===== src/rtl/core/tld_pkg.sv =====
package tld_pkg;

    // Default line store depth; the store holds one entry less than this
    localparam int LINE_DEPTH_DEF = 16;

    // Request types
    localparam logic REQ_BYTE = 1'b0;
    localparam logic REQ_READ = 1'b1;

    // Result kinds
    localparam logic [1:0] KIND_ECHO = 2'd0;
    localparam logic [1:0] KIND_LINE = 2'd1;
    localparam logic [1:0] KIND_STAT = 2'd2;

    // Configuration register indexes
    localparam logic [2:0] REG_RAW_MODE   = 3'd0;
    localparam logic [2:0] REG_ECHO_ON    = 3'd1;
    localparam logic [2:0] REG_ERASE_CHAR = 3'd2;
    localparam logic [2:0] REG_KILL_CHAR  = 3'd3;
    localparam logic [2:0] REG_INTR_CHAR  = 3'd4;
    localparam logic [2:0] REG_EOF_CHAR   = 3'd5;
    localparam logic [2:0] REG_EOL_CHAR   = 3'd6;

    // Register reset values
    localparam logic [7:0] RST_ERASE = 8'h7F;
    localparam logic [7:0] RST_KILL  = 8'h15;
    localparam logic [7:0] RST_INTR  = 8'h03;
    localparam logic [7:0] RST_EOF   = 8'h04;
    localparam logic [7:0] RST_EOL   = 8'h0A;

    // Characters
    localparam logic [7:0] CH_BEL    = 8'h07;
    localparam logic [7:0] CH_BS     = 8'h08;
    localparam logic [7:0] CH_LF     = 8'h0A;
    localparam logic [7:0] CH_CR     = 8'h0D;
    localparam logic [7:0] CH_ESC    = 8'h1B;
    localparam logic [7:0] CH_SP     = 8'h20;
    localparam logic [7:0] CH_SEMI   = 8'h3B;
    localparam logic [7:0] CH_C      = 8'h43;
    localparam logic [7:0] CH_LBRACK = 8'h5B;
    localparam logic [7:0] CH_RBRACK = 8'h5D;
    localparam logic [7:0] CH_CARET  = 8'h5E;
    localparam logic [7:0] CH_DIG_LO = 8'h30;
    localparam logic [7:0] CH_DIG_HI = 8'h39;
    localparam logic [7:0] CH_FIN_LO = 8'h40;
    localparam logic [7:0] CH_FIN_HI = 8'h7E;

    typedef enum logic [1:0] {
        ESC_GROUND = 2'd0,
        ESC_ESC    = 2'd1,
        ESC_CSI    = 2'd2,
        ESC_OSC    = 2'd3
    } t_esc;

    typedef enum logic [2:0] {
        S_IDLE = 3'd0,
        S_READ = 3'd1,
        S_INTR = 3'd2,
        S_BS   = 3'd3,
        S_CHAR = 3'd4,
        S_EOL  = 3'd5,
        S_STAT = 3'd6
    } t_state;

    // Escape filter result toward the line handler
    typedef struct packed {
        logic        pass;
        logic [31:0] seq_count;
    } t_filt_res;

endpackage


===== src/rtl/core/tld_esc_filter.sv =====
module tld_esc_filter (
    input  logic               i_clk,
    input  logic               i_rst_n,
    input  logic               i_step,
    input  logic [7:0]         i_byte,
    output tld_pkg::t_filt_res o_res
);
    import tld_pkg::*;

    t_esc        r_esc, n_esc;
    logic [31:0] r_seq, n_seq;
    logic        w_pass;

    always_ff @(posedge i_clk) begin
        if (!i_rst_n) begin
            r_esc <= ESC_GROUND;
            r_seq <= '0;
        end else if (i_step) begin
            r_esc <= n_esc;
            r_seq <= n_seq;
        end
    end

    always_comb begin
        n_esc  = r_esc;
        n_seq  = r_seq;
        w_pass = 1'b0;
        unique case (r_esc)
            ESC_GROUND: begin
                if (i_byte == CH_ESC) n_esc = ESC_ESC;
                else w_pass = 1'b1;
            end
            ESC_ESC: begin
                if (i_byte == CH_LBRACK) begin
                    n_esc = ESC_CSI;
                end else if (i_byte == CH_RBRACK) begin
                    n_esc = ESC_OSC;
                end else begin
                    n_esc  = ESC_GROUND;
                    w_pass = 1'b1;
                end
            end
            ESC_CSI: begin
                // parameter bytes keep the sequence open
                if (!((i_byte >= CH_DIG_LO && i_byte <= CH_DIG_HI) || i_byte == CH_SEMI)) begin
                    if (i_byte >= CH_FIN_LO && i_byte <= CH_FIN_HI) n_seq = r_seq + 32'd1;
                    n_esc = ESC_GROUND;
                end
            end
            ESC_OSC: begin
                if (i_byte == CH_BEL || i_byte == CH_ESC) n_esc = ESC_GROUND;
            end
            default: n_esc = ESC_GROUND;
        endcase
    end

    assign o_res.pass      = w_pass;
    assign o_res.seq_count = r_seq;

endmodule


===== src/rtl/core/terminal_line_discipline.sv =====
// Channel   Direction  Handshake                Payload
// in        sink       i_in_valid / o_in_ready   i_req_type, i_rx_byte, i_max_len
// out       source     o_out_valid / i_out_ready o_kind, o_data, o_last, o_line_ready,
//                                                o_lines_count, o_escape_count
// cfg       sink       i_cfg_valid / o_cfg_ready i_cfg_addr, i_cfg_data
//
// Each item gives R results (1 to 3*(LINE_DEPTH-1)); while the output is not stalled,
// the sequencer emits one result per cycle through the single output register.
// The input is not ready until the last result of the item is loaded; the next
// item may transfer while that result still waits in the output register.
// Output stalls freeze the sequencer. Reset is synchronous, active low, and needs
// no clearing pass; the config channel is always ready.
module terminal_line_discipline #(
    parameter int LINE_DEPTH = tld_pkg::LINE_DEPTH_DEF
) (
    input  logic        i_clk,
    input  logic        i_rst_n,
    input  logic        i_in_valid,
    output logic        o_in_ready,
    input  logic        i_req_type,
    input  logic [7:0]  i_rx_byte,
    input  logic [7:0]  i_max_len,
    output logic        o_out_valid,
    input  logic        i_out_ready,
    output logic [1:0]  o_kind,
    output logic [7:0]  o_data,
    output logic        o_last,
    output logic        o_line_ready,
    output logic [31:0] o_lines_count,
    output logic [31:0] o_escape_count,
    input  logic        i_cfg_valid,
    output logic        o_cfg_ready,
    input  logic [2:0]  i_cfg_addr,
    input  logic [7:0]  i_cfg_data
);
    import tld_pkg::*;

    localparam int LEN_W = $clog2(LINE_DEPTH);
    localparam logic [LEN_W-1:0] LEN_MAX = LEN_W'(LINE_DEPTH - 1);
    localparam logic [LEN_W-1:0] LEN_ONE = LEN_W'(1);

    // configuration
    logic       r_raw, r_echo;
    logic [7:0] r_erase, r_kill, r_intr, r_eof, r_eol;

    // line state
    logic [7:0]       r_store [LINE_DEPTH];
    logic [LEN_W-1:0] r_len, n_len;
    logic             r_ready, n_ready;
    logic [31:0]      r_lines, n_lines;

    // sequencer
    t_state           r_state, n_state;
    logic [2:0]       r_sub, n_sub;
    logic [LEN_W-1:0] r_cnt, n_cnt;   // BS triples left or line bytes left
    logic [LEN_W-1:0] r_idx, n_idx;
    logic [7:0]       r_chr, n_chr;
    logic             r_eol_pend, n_eol_pend;
    logic [7:0]       r_stat, n_stat;

    // output register
    logic        r_out_valid;
    logic [1:0]  r_kind;
    logic [7:0]  r_data;
    logic        r_last, r_oready;
    logic [31:0] r_olines, r_oesc;

    t_filt_res        w_filt;
    logic             w_in_acc, w_slot, w_step, w_room, w_is_eol, w_wr, w_two;
    logic             w_load, w_last;
    logic [1:0]       w_kind;
    logic [7:0]       w_data, w_maxm1;
    logic [LEN_W-1:0] w_rd_n, w_dec;

    assign o_in_ready = (r_state == S_IDLE);
    assign o_cfg_ready = 1'b1;
    assign w_in_acc = i_in_valid && o_in_ready;
    assign w_slot = !r_out_valid || i_out_ready;
    assign w_step = w_in_acc && (i_req_type == REQ_BYTE) && !r_raw;
    assign w_room = (r_len < LEN_MAX);
    assign w_is_eol = (i_rx_byte == r_eol) || (i_rx_byte == CH_CR);
    assign w_two = (r_chr == CH_LF);
    // shared countdown for rubout echo (erase and kill) and line read out
    assign w_dec = r_cnt - LEN_ONE;

    // read count: max_len of zero means no limit
    assign w_maxm1 = i_max_len - 8'd1;
    assign w_rd_n = (i_max_len != 8'd0 && {{(8 - LEN_W){1'b0}}, r_len} > w_maxm1)
                    ? w_maxm1[LEN_W-1:0] : r_len;

    tld_esc_filter u_filt (
        .i_clk   (i_clk),
        .i_rst_n (i_rst_n),
        .i_step  (w_step),
        .i_byte  (i_rx_byte),
        .o_res   (w_filt)
    );

    always_ff @(posedge i_clk) begin
        if (!i_rst_n) begin
            r_raw   <= 1'b0;
            r_echo  <= 1'b1;
            r_erase <= RST_ERASE;
            r_kill  <= RST_KILL;
            r_intr  <= RST_INTR;
            r_eof   <= RST_EOF;
            r_eol   <= RST_EOL;
        end else if (i_cfg_valid) begin
            unique case (i_cfg_addr)
                REG_RAW_MODE:   r_raw   <= i_cfg_data[0];
                REG_ECHO_ON:    r_echo  <= i_cfg_data[0];
                REG_ERASE_CHAR: r_erase <= i_cfg_data;
                REG_KILL_CHAR:  r_kill  <= i_cfg_data;
                REG_INTR_CHAR:  r_intr  <= i_cfg_data;
                REG_EOF_CHAR:   r_eof   <= i_cfg_data;
                REG_EOL_CHAR:   r_eol   <= i_cfg_data;
                default: ;
            endcase
        end
    end

    // line store: written at the current length, read at the read-out index
    always_ff @(posedge i_clk) begin
        if (w_wr) r_store[r_len] <= i_rx_byte;
    end

    always_ff @(posedge i_clk) begin
        if (!i_rst_n) begin
            r_state    <= S_IDLE;
            r_sub      <= '0;
            r_cnt      <= '0;
            r_idx      <= '0;
            r_len      <= '0;
            r_ready    <= 1'b0;
            r_lines    <= '0;
            r_eol_pend <= 1'b0;
        end else begin
            r_state    <= n_state;
            r_sub      <= n_sub;
            r_cnt      <= n_cnt;
            r_idx      <= n_idx;
            r_len      <= n_len;
            r_ready    <= n_ready;
            r_lines    <= n_lines;
            r_eol_pend <= n_eol_pend;
        end
    end

    always_ff @(posedge i_clk) begin
        r_chr  <= n_chr;
        r_stat <= n_stat;
    end

    always_comb begin
        n_state    = r_state;
        n_sub      = r_sub;
        n_cnt      = r_cnt;
        n_idx      = r_idx;
        n_len      = r_len;
        n_ready    = r_ready;
        n_lines    = r_lines;
        n_chr      = r_chr;
        n_eol_pend = r_eol_pend;
        n_stat     = r_stat;
        w_wr       = 1'b0;
        w_load     = 1'b0;
        w_kind     = KIND_ECHO;
        w_data     = '0;
        w_last     = 1'b0;
        unique case (r_state)
            S_IDLE: begin
                if (w_in_acc) begin
                    n_stat  = '0;
                    n_sub   = '0;
                    n_state = S_STAT;
                    if (i_req_type == REQ_READ) begin
                        if (r_ready) begin
                            n_len   = '0;
                            n_ready = 1'b0;
                            n_cnt   = w_rd_n;
                            n_idx   = '0;
                            n_stat  = 8'(w_rd_n);
                            if (w_rd_n != '0) n_state = S_READ;
                        end
                    end else if (r_raw) begin
                        if (w_room) begin
                            w_wr  = 1'b1;
                            n_len = r_len + LEN_ONE;
                        end
                        n_ready = 1'b1;
                    end else if (w_filt.pass) begin
                        if (i_rx_byte == r_intr) begin
                            n_len = '0;
                            if (r_echo) n_state = S_INTR;
                        end else if (i_rx_byte == r_eof && r_len == '0) begin
                            n_ready = 1'b1;
                        end else if ((i_rx_byte == r_erase || i_rx_byte == CH_BS)
                                     && r_len != '0) begin
                            n_len = r_len - LEN_ONE;
                            if (r_echo) begin
                                n_cnt   = LEN_ONE;
                                n_state = S_BS;
                            end
                        end else if (i_rx_byte == r_kill) begin
                            n_len = '0;
                            if (r_echo && r_len != '0) begin
                                n_cnt   = r_len;
                                n_state = S_BS;
                            end
                        end else begin
                            // plain append; full store drops the byte but not the EOL
                            n_chr      = i_rx_byte;
                            n_eol_pend = r_echo && w_is_eol;
                            if (w_room) begin
                                w_wr  = 1'b1;
                                n_len = r_len + LEN_ONE;
                            end
                            if (w_is_eol) begin
                                n_ready = 1'b1;
                                n_lines = r_lines + 32'd1;
                            end
                            if (r_echo && w_room) n_state = S_CHAR;
                            else if (r_echo && w_is_eol) n_state = S_EOL;
                        end
                    end
                end
            end
            S_READ: begin
                if (w_slot) begin
                    w_load = 1'b1;
                    w_kind = KIND_LINE;
                    w_data = r_store[r_idx];
                    n_idx  = r_idx + LEN_ONE;
                    n_cnt  = w_dec;
                    if (r_cnt == LEN_ONE) n_state = S_STAT;
                end
            end
            S_INTR: begin
                // ^ C CR CR LF: the LF of the string is expanded too
                if (w_slot) begin
                    w_load = 1'b1;
                    case (r_sub)
                        3'd0:    w_data = CH_CARET;
                        3'd1:    w_data = CH_C;
                        3'd4:    w_data = CH_LF;
                        default: w_data = CH_CR;
                    endcase
                    w_last = (r_sub == 3'd4);
                    if (w_last) begin
                        n_sub   = '0;
                        n_state = S_IDLE;
                    end else begin
                        n_sub = r_sub + 3'd1;
                    end
                end
            end
            S_BS: begin
                if (w_slot) begin
                    w_load = 1'b1;
                    w_data = (r_sub == 3'd1) ? CH_SP : CH_BS;
                    if (r_sub == 3'd2) begin
                        n_sub = '0;
                        if (r_cnt == LEN_ONE) begin
                            w_last  = 1'b1;
                            n_state = S_IDLE;
                        end else begin
                            n_cnt = w_dec;
                        end
                    end else begin
                        n_sub = r_sub + 3'd1;
                    end
                end
            end
            S_CHAR: begin
                if (w_slot) begin
                    w_load = 1'b1;
                    w_data = (w_two && r_sub == 3'd0) ? CH_CR : r_chr;
                    if (!w_two || r_sub == 3'd1) begin
                        w_last  = !r_eol_pend;
                        n_sub   = '0;
                        n_state = r_eol_pend ? S_EOL : S_IDLE;
                    end else begin
                        n_sub = r_sub + 3'd1;
                    end
                end
            end
            S_EOL: begin
                // CR then the expanded LF
                if (w_slot) begin
                    w_load = 1'b1;
                    w_data = (r_sub == 3'd2) ? CH_LF : CH_CR;
                    if (r_sub == 3'd2) begin
                        w_last  = 1'b1;
                        n_sub   = '0;
                        n_state = S_IDLE;
                    end else begin
                        n_sub = r_sub + 3'd1;
                    end
                end
            end
            S_STAT: begin
                if (w_slot) begin
                    w_load  = 1'b1;
                    w_kind  = KIND_STAT;
                    w_data  = r_stat;
                    w_last  = 1'b1;
                    n_state = S_IDLE;
                end
            end
            default: n_state = S_IDLE;
        endcase
    end

    // output register; state fields are already final when results go out
    always_ff @(posedge i_clk) begin
        if (!i_rst_n) begin
            r_out_valid <= 1'b0;
        end else if (w_load) begin
            r_out_valid <= 1'b1;
        end else if (i_out_ready) begin
            r_out_valid <= 1'b0;
        end
    end

    always_ff @(posedge i_clk) begin
        if (w_load) begin
            r_kind   <= w_kind;
            r_data   <= w_data;
            r_last   <= w_last;
            r_oready <= r_ready;
            r_olines <= r_lines;
            r_oesc   <= w_filt.seq_count;
        end
    end

    assign o_out_valid    = r_out_valid;
    assign o_kind         = r_kind;
    assign o_data         = r_data;
    assign o_last         = r_last;
    assign o_line_ready   = r_oready;
    assign o_lines_count  = r_olines;
    assign o_escape_count = r_oesc;

    // every item leaves at least one result to emit
    a_item_busy: assert property (@(posedge i_clk) disable iff (!i_rst_n)
        w_in_acc |=> r_state != S_IDLE)
        else $error("item accepted without pending result");

    a_len_bound: assert property (@(posedge i_clk) disable iff (!i_rst_n)
        r_len <= LEN_MAX)
        else $error("line length beyond store");

    a_last_idle: assert property (@(posedge i_clk) disable iff (!i_rst_n)
        (w_load && w_last) |=> r_state == S_IDLE)
        else $error("final result loaded but sequencer not idle");

    a_read_cnt: assert property (@(posedge i_clk) disable iff (!i_rst_n)
        (r_state == S_READ || r_state == S_BS) |-> r_cnt != '0)
        else $error("countdown empty while emitting");

    a_lines_hold: assert property (@(posedge i_clk) disable iff (!i_rst_n)
        !w_in_acc |=> $stable(r_lines))
        else $error("line counter moved without a transfer");

endmodule


===== config.mk =====
export PLATFORM = sky130hd
export DESIGN_NAME = terminal_line_discipline
export DESIGN_NICKNAME = d
export VERILOG_FILES = /design/src/rtl/core/tld_pkg.sv /design/src/rtl/core/tld_esc_filter.sv /design/src/rtl/core/terminal_line_discipline.sv
export SDC_FILE = /design/constraint.sdc
export NUM_CORES = 1
export LEC_CHECK = 0
export BUFFER_PORTS_ARGS = -buffer_cell sky130_fd_sc_hd__buf_2
export CORE_ASPECT_RATIO = 2
export CORE_UTILIZATION = 45
export DETAILED_ROUTE_END_ITERATION = 10
export SLEW_MARGIN = 20
export SYNTH_ARGS = -nofsm -noshare
export SYNTH_HDL_FRONTEND = slang
export SYNTH_SLANG_ARGS = --single-unit
export TNS_END_PERCENT = 1

===== constraint.sdc =====
create_clock -name i_clk -period 3 [get_ports i_clk]
set_input_delay 0.45 -clock i_clk [delete_from_list [all_inputs] [get_ports i_clk]]
set_output_delay 0.45 -clock i_clk [all_outputs]
set_load 0.1 [all_outputs]

# Word-level counts from Yosys, hierarchy flattened
# Memory sizes are Yosys's and may differ from the RTL's. A register that Yosys moved wholly into a read port is not among the register bits.
# Index checks and enable logic that the tools add are counted.
# word_totals
regBits	221
mem_bits_rw	128
in_bits	33
output_inout_bits	79
memories	1
# mem_list
name	words	word_bits	read_ports	rd_ports_with_merged_regs	write_ports	line_no	rtl
r_store	16	8	1	1	1	terminal_line_discipline.sv:47	logic [7:0] r_store [LINE_DEPTH];
# classes
n_addsub	8
magnitude_cmp	6
eq_ne	65
n_mux	126
bitwise_logic	7
n_reduce_logical	57
# ops
op	count
$mux W4	31
$mux W3	34
$add A32 B1 Y32 const B	2
$pmux W8 S6	1
$eq A8 B8 Y1	5
$mux W1	36
$mux W8	4
$ne A2 B2 Y1 const B	14
$eq A8 B4 Y1 const B	3
$eq A3 B3 Y1 const B	7
$pmux W3 S7	1
$pmux W7 S3	1
$reduce_and A2 Y1	9
$eq A8 B7 Y1 const B	2
$mux W2	8
$ne A4 B4 Y1 const B	4
$reduce_bool A4 Y1	4
$eq A3 B2 Y1 const B	5
$reduce_and A5 Y1	3
$ne A2 B1 Y1 const B	7
$reduce_and A14 Y1	1
$reduce_and A13 Y1	1
$logic_and A1 B1 Y1	12
$mux W6	2
other kinds (44)	72

# Depth between registers and ports, before layout
# Gate-level depths: netlist (run 1).
# depth
word_depth	14
mapped_depth	13

# Modules after synthesis
# Synthesis (run 1) repeated with hierarchy kept, for this count alone.
# hier_totals
cells_unflattened	1284
area_unflattened_um2	15454.8
# modules_own_cells
module	instances	cells_per_inst	area_per_inst_um2
terminal_line_discipline	1	1072	13614.3
tld_esc_filter	1	212	1840.5

# Worst setup path before layout (run 1)
# Ideal clock, no wire load.
# synth_timing
path_type	register to register
from	register r_state[0]
to	register r_data[0], in the netlist o_data[0] (enable)
setup_time_ps	430
arrival_time_ps	3190
required_time_ps	2570
path_slack_ps	-619
stages_incl_launch_ff	7
n_path_buf	1
cell_sequence	dfxtp_1 -> clkbuf_1 -> nor2_1 -> nand2_1 -> inv_1 -> or3_1 -> inv_1
# synth_via
elab_chain_len	3
# synth_rtl
item	line_no	rtl
start, declared	terminal_line_discipline.sv:53	t_state r_state, n_state;
start signal, assigned	terminal_line_discipline.sv:138	r_state <= n_state;
$eq A3 B3 Y1, or another cell as far along	terminal_line_discipline.sv:170	unique case (r_state)
$reduce_or A6 Y1 (no line) (*)	-	
$mux W1 (*)	-	
net w_load	terminal_line_discipline.sv:70	logic w_load, w_last;
end signal, assigned	terminal_line_discipline.sv:328	r_data <= w_data;
end, declared	terminal_line_discipline.sv:64	logic [7:0] r_data;
# The timed path passes the listed nets; every way through them passes the cells marked *.
# A chain may end at the register's enable or synchronous reset.

# Final worst setup path (run 1)
# layout_timing
from	register r_len[2]
to	register r_state[0]
# layout_via
elab_chain_len	12
# layout_rtl
item	line_no	rtl
start, declared	terminal_line_discipline.sv:48	logic [LEN_W-1:0] r_len, n_len;
start signal, assigned	terminal_line_discipline.sv:142	r_len <= n_len;
$lt A4 B4 Y1 or $reduce_bool A4 Y1 (tied branches)	terminal_line_discipline.sv:80, terminal_line_discipline.sv:198, terminal_line_discipline.sv:206	
$logic_and A1 B1 Y1, on equally long branches	terminal_line_discipline.sv:222, terminal_line_discipline.sv:206	
$mux W2 or $mux W3 (tied branches)	terminal_line_discipline.sv:222, terminal_line_discipline.sv:206	
$mux W3	terminal_line_discipline.sv:204	end else if (i_rx_byte == r_kill) begin
$mux W3	terminal_line_discipline.sv:197	end else if ((i_rx_byte == r_erase || i_rx_byte == CH_BS)
$mux W3	terminal_line_discipline.sv:195	end else if (i_rx_byte == r_eof && r_len == '0) begin
$mux W3	terminal_line_discipline.sv:192	if (i_rx_byte == r_intr) begin
$mux W3	terminal_line_discipline.sv:191	end else if (w_filt.pass) begin
$mux W3	terminal_line_discipline.sv:185	end else if (r_raw) begin
$mux W3 (*)	terminal_line_discipline.sv:176	if (i_req_type == REQ_READ) begin
$mux W3 (*)	terminal_line_discipline.sv:172	if (w_in_acc) begin
$pmux W3 S7 (*)	terminal_line_discipline.sv:170	
# Every way passes the cells marked *; elsewhere a longest branch is shown, timed or not. The select of a mux whose other input is x is not followed.

==> results of run 1 <==
-- sequential cells by signal, summed over array words and instances (netlist names), 8 cells and up, named ones only --
name            count
o_data              8
r_intr              8
u_filt.r_seq       32
r_chr               8
r_eof               8
r_lines            32
r_store           128
r_kill              8
o_lines_count      32
r_eol               8
r_erase             8
o_escape_count     32
-- per-layer routing --
layer  up-vias  routed length [microns]  track usage (%)
li1       5195                        -                -
met1      5396                    13700             23.5
met2       313                    22600             45.1
met3        95                     1580             2.38
met4         0                     1970             11.3
met5         -                        0                0
-- critical path, cell delays in order, from the launching register on --
cell       delay (ps)
dfxtp_1           330
buf_4             260
ha_1              300
nand4_1            90
o211ai_1          100
a2111oi_1         460
buf_4             200
a21oi_1            60
a211oi_1          320
buf_4             180
a311oi_1           50
o41ai_1           330
-- synthesized netlist by cell type (all sizes together) (4+ instances only) --
library cell | instances | area, sq um
o31ai | 5 | 37.5
o22ai | 4 | 45.0
a31oi | 5 | 31.3
o211ai | 11 | 82.6
nand2 | 164 | 616
inv | 42 | 158
clkbuf | 34 | 128
nand2b | 37 | 231
nor2 | 90 | 338
nor3 | 28 | 161
mux2i | 18 | 180
ha | 20 | 250
o21a | 4 | 30.0
nor3b | 5 | 37.5
o211a | 4 | 40.0
xor2 | 6 | 52.6
o21bai | 6 | 45.0
nor4 | 20 | 138
and3 | 6 | 37.5
dfxtp | 133 | 2660
or4 | 7 | 56.3
mux4 | 40 | 901
nor2b | 10 | 62.6
and2 | 9 | 56.3
o41ai | 11 | 119
nand3 | 50 | 255
o311ai | 11 | 119
buf | 31 | 190
o21ai | 40 | 200
a32oi | 4 | 35.0
a211oi | 10 | 75.1
or3 | 20 | 125
xnor2 | 56 | 490
nand4 | 29 | 188
edfxtp | 216 | 6490
a21oi | 62 | 310
-- final timing paths --
| kind | end | slack [ps] | depth (start not counted) |
|---|---|---|---|
| worst max-delay path | r_state[0]$_SDFFE_PN0P_ | 210 | 11 |
| worst min-delay path | r_eol[0]$_SDFFE_PN0P_ | 160 | 3 |
| worst max register to register | r_state[0]$_SDFFE_PN0P_ | 210 | 11 |
| worst min register to register | o_escape_count[13]$_DFFE_PP_ | 460 | 0 |
-- per-stage QoR --
| step | hold slack [ps] | TNS (ps) | power [mW] | instances | instance area [sq um] |
|---|---|---|---|---|---|
| 2_1_floorplan | 408 | -4840 | 10.4 | 1306 | 15400 |
| 3_3_place_gp | 421 | -15190 | 11.3 | 1896 | 17100 |
| 3_5_place_dp | 443 | -17090 | 11.4 | 1896 | 17100 |
| 4_1_cts | 137 | 0 | 15.3 | 1952 | 18100 |
| 5_1_grt | 163 | 0 | 15.6 | 1952 | 18100 |
| 6_report | 156 | 0 | 15.1 | 1952 | 18100 |
-- layout make-up --
type | instances | area, sq um
sequential | 349 | 9150
timing repair buffer | 219 | 1440
clock buffer | 40 | 830
tap | 436 | 546
inverter | 44 | 178
fill | 2896 | 15500
multi-input combinational | 848 | 5820
clock inverter | 16 | 143
-- logic make-up (layout without fill, tap and decap cells) --
family | count (synthesis) | in the layout
AND/OR/NAND/NOR | 494 | 494
flip-flops | 349 | 349
AO/OA/AOI/OAI | 204 | 204
buffers and inverters | 109 | 319
XOR/XNOR | 62 | 62
multiplexers | 59 | 59
adder cells (fa/ha/maj) | 20 | 20
other | 2 | 9
-- layout by cell type (no fill, tap or decap), drive strengths merged, types with 28 or more instances in the layout --
master,instances
nor3,28
nand4,29
nor2,90
nand3,50
edfxtp,216
mux4,40
inv,42
a21oi,62
o21ai,40
nand2b,37
buf,219
xnor2,56
clkbuf,40
dfxtp,133
nand2,164
-- power breakdown --
group          switching (mW)  internal (mW)  leakage (nW)
Sequential              0.164           5.79          3.10
Clock                    1.76           2.12         0.479
Combinational            4.54          0.752          2.80
Total                    6.46           8.66          6.38
==> metrics.md, run 1 <==
| Metric | Value |
|---|---|
| Peak VDD IR | `0.000810 V` |
| Synth Area in Adders | `1.62%` |
| Hold_sp | `i_cfg_data[0]` |
| Die area | `35000 sq um` |
| Rel. slew slack | `33.5%` |
| Power per standard cell area | `835 nW/um^2` |
| Nets | `1545` |
| Post-synth EDFFs | `216` |
| Final WS setup | `209 ps` |
| Synth cell types | `84` |
| Maxcap violations | `0` |
| H-tree depth | `1` |
| Skew final | `14.5 ps` |
| Starting Density | `45.8%` |
| Required @ worst endpoint | `3470 ps` |
| N_diodes | `0` |
| Compound-Gate Fraction of Synth Area | `9.16%` |
| Slew Limit Fails | `0` |
| Startpoint Class | `flop` |
| Syn Inst Count | `1299` |
| Gr usage total | `23.0%` |
| Setup crit end kind | `flop` |
| Final antenna-violating net count | `0` |
| Ports placed on the boundary | `112` |
| Seq/Total Area, Yosys | `59.4%` |
| Area Overhead vs Synth | `17.6%` |
| # setup viols final | `0` |
| Status | `complete, no violations` |
| Leak pwr | `6.38 nW` |
| YS warnings | `0` |
| DRC viols | `0` |
| Crit path DAT | `3260 ps` |
| Worst hold-check path type | `in -> reg` |
| Root buffer cell | `clkbuf_16` |
| Post-CTS Setup Repair Bufs | `0` |
| HPWL after DPL | `29600 microns` |
| Worst-margin pin slew | `997 ps` |
| Initial antenna violation count | `1` |
| Pre-CTS setup slack | `-422 ps` |
| Drt pass-1 iters | `5` |
| Clock Path Buffers | `3` |
| R2R Path Start | `r_len[2]$_SDFFE_PN0P_` |
| TritonCTS Buffers | `30` |
| Layout cells sized above 1 | `22.3%` |
| Vias per Instance | `5.63` |
| Post-synth ARST share | `0%` |
| Kind of critical path | `reg -> reg` |
| Count of final hold-check violations | `0` |
| Ys flop type | `edfxtp_1` |
| Seq cells post-synth | `349` |
| FP Rows | `95` |
| Simple-gate share of the synthesized area | `16.0%` |
| Skew-Pair Late Insertion Delay | `580 ps` |
| Routed wire length | `39900 microns` |
| Vias post-DR | `11.0k` |
| Mux cell area share after synthesis | `7.09%` |
| CTS tree | `yes` |
| Clk pin slew, worst setup/hold paths | `70 ps` |
| GPL Wtd Cong | `0.912` |
| WL/cell | `20.4 microns` |
| Total gr overflow | `0` |
| Critical Path Start | `r_len[2]$_SDFFE_PN0P_` |
| Post_cts resized | `0` |
| CTS Hold Bufs | `0` |
| Post-Synthesis Mean Instance Area | `11.9 sq um` |
| Post-Syn Area | `15400 sq um` |
| Post-Synth XOR/XNOR Area | `3.53%` |
| Largest family of logic cells by synthesized area | `simple AND/OR/NAND/NOR gates` |
| Achievable clock frequency | `358 MHz` |
| RSZ-0062 raised after global routing | `no` |
| Core footprint | `33600 sq um` |
| First-pass GRT wire length | `61700 microns` |
| Die Wd | `133 microns` |
| Initial DRC count | `645` |
| Fin crit share | `93.0%` |
| Die Span Y | `264 microns` |
| Crit Path Max Fanout | `18` |
| Vias in the first global route | `11.0k` |
| TritonCTS Sinks | `349` |
| Largest net degree at the start of global routing | `81` |
| Fin util | `53.8%` |
| Final critical-path required period | `2790 ps` |
| # port buffers | `110` |
No activity file was read; power rests on OpenSTA's default activity.
==> inputs of run 2 (changes only) <==
Settings changed: CORE_MARGIN from default to 3, GPL_ROUTABILITY_DRIVEN from default to 0.
==> run 2 against run 1 <==
Clock power up 2%. Count of clock-buffer cells in the layout up 1. Worst setup slack worse by 76 ps. Total power up 0.49%. Combinational power about the same. Register-to-register slack worse by 80 ps. Non-clock buffer count down 4. Critical path type unchanged. Largest cell class unchanged. Highest routed layer is now met5.
==> metrics.md, run 2 (same netlist as run 1, synthesis figures left out) <==
| Metric | Value |
|---|---|
| Status | `complete, no violations` |
| Crit path cell chain | `inv_1 -> ha_1 -> nand2_1 -> or3_1 -> nand3_2 -> o21ai_0 -> nand4_1 -> nor2_1` |
| CTS tree | `yes` |
| Buffers and inverters on the worst path | `1` |
| Leak pwr | `6.38 nW` |
| Met2 wire len | `22100 microns` |
| Setup crit end kind | `flop` |
| Final antenna-violating net count | `0` |
| Met3 routed wirelength | `1720 microns` |
| Achievable clock frequency | `349 MHz` |
| Vias in the first global route | `10.8k` |
| Startpoint Class | `flop` |
| Clock Path Buffers | `3` |
| Total gr overflow | `0` |
| Skew-Pair Late Insertion Delay | `580 ps` |
| Layout cells sized above 1 | `21.8%` |
| Commonest non-fill, non-tap cell in the layout | `edfxtp_1` |
| # port buffers | `110` |
| Drt pass-1 iters | `5` |
| RSZ-0062 raised after global routing | `no` |
| Crit path DAT | `3060 ps` |
| Worst-margin pin slew | `1040 ps` |
| Required @ worst endpoint | `3190 ps` |
| HPWL after DPL | `29400 microns` |
| WHS | `154 ps` |
| Final critical-path required period | `2870 ps` |
| Worst hold-check path type | `in -> reg` |
| # setup viols final | `0` |
| Final WS setup | `134 ps` |
| Slew Limit Fails | `0` |
| Crit path largest cell delay | `850 ps` |
| TritonCTS Sinks | `349` |
| Core footprint | `33600 sq um` |
| FP Rows | `95` |
| Gr usage total | `21.7%` |
| H-tree depth | `1` |
| Power per standard cell area | `837 nW/um^2` |
| Starting Density | `45.8%` |
| Initial DRC count | `586` |
| Max FFs per register | `128` |
| DRC viols | `0` |
| Skew final | `18.6 ps` |
| Nets | `1541` |
| Post_cts resized | `0` |
| Die Wd | `137 microns` |
| First-pass GRT wire length | `61200 microns` |
| Clk pin slew, worst setup/hold paths | `70 ps` |
| TritonCTS Buffers | `30` |
| Vias per Instance | `5.65` |
| Fin crit share | `95.5%` |
| Pre-CTS setup slack | `-261 ps` |
| Kind of critical path | `reg -> reg` |
| Maxcap violations | `0` |
| Vias post-DR | `11.0k` |
| Die Span Y | `268 microns` |
| CP max-delay cell | `nor2_1` |
| Ports placed on the boundary | `112` |
| Root buffer cell | `clkbuf_16` |
| Most frequent cells in the layout | `216 x edfxtp_1, 164 x nand2_1, 131 x dfxtp_1` |
| Initial antenna violation count | `6` |
| M1 wire length | `13600 microns` |
| Rel. slew slack | `30.2%` |
| Top Metal Used | `met5` |
| Crit path max-delay family | `simple AND/OR/NAND/NOR gates` |
| Area Overhead vs Synth | `17.8%` |
| Die area | `36600 sq um` |
| Design Power | `15.2 mW` |
| Largest Register | `r_store` |
| WL/cell | `20.3 microns` |
| Peak VDD IR | `0.000849 V` |
| Count of final hold-check violations | `0` |
| Post-CTS Setup Repair Bufs | `0` |
| Crit Path Max Fanout | `8` |
| CTS Hold Bufs | `0` |
| Largest net degree at the start of global routing | `81` |
| Routed wire length | `39600 microns` |
run 2: changes by cell type in the layout (fill, tap and decap cells not counted), moves of 2 or more:
cell	previous run	this run
nor4_2	4	2
buf_12	6	11
clkinv_2	7	4
nor4_1	16	18
buf_4	103	94
run 2: path summary, 6_finish.rpt:
kind / from / end / slack [ps] / cells after the start
max reg2reg: r_len[0]$_SDFFE_PN0P_ / r_store[5][3]$_DFFE_PP_ / 130 / 8
min: i_cfg_data[0] / r_eof[0]$_SDFFE_PN0P_ / 150 / 3
max: r_len[0]$_SDFFE_PN0P_ / r_store[5][3]$_DFFE_PP_ / 130 / 8
min reg2reg: u_filt.r_seq[13]$_SDFFE_PN0P_ / o_escape_count[13]$_DFFE_PP_ / 440 / 0
run 2: stage by stage:
stage / cells / util, % / TNS, ps / cell area (sq um)
final: 1949 / 54.0 / 0 / 18200
after global routing: 1948 / 54.0 / 0 / 18100
after CTS: 1948 / 53.9 / 0 / 18100
after detailed placement: 1892 / 51.0 / -8510 / 17100
after global placement: 1892 / 51.0 / -4460 / 17100
after floorplan: 1306 / - / -4840 / 15400
run 2: area by class of cell:
| type | instances | area (sq um) |
|---|---|---|
| fill | 2882 | 15500 |
| sequential | 349 | 9150 |
| multi-input combinational | 848 | 5800 |
| timing repair buffer | 215 | 1480 |
| clock buffer | 41 | 833 |
| tap | 436 | 546 |
| inverter | 44 | 178 |
| clock inverter | 15 | 165 |
| antenna | 1 | 2.50 |
run 2: worst register-to-register path, cell delays in order (launching register included):
cell and delay (ps):
dfxtp_1 340, inv_1 60, ha_1 220, nand2_1 150
or3_1 200, nand3_2 100, o21ai_0 340, nand4_1 230
nor2_1 850
run 2: report_power, final:
part	switching, mW	internal (mW)	leakage [nW]
sequential	0.153	5.79	3.10
clock	1.76	2.21	0.481
combinational	4.53	0.766	2.79
total	6.44	8.76	6.38
run 2: layer usage:
metal  up-vias  GRT usage [%]
met3       130           2.65
met1      5367           22.9
met4         4           10.9
li1       5187              -
met5         -              0
met2       331           41.5
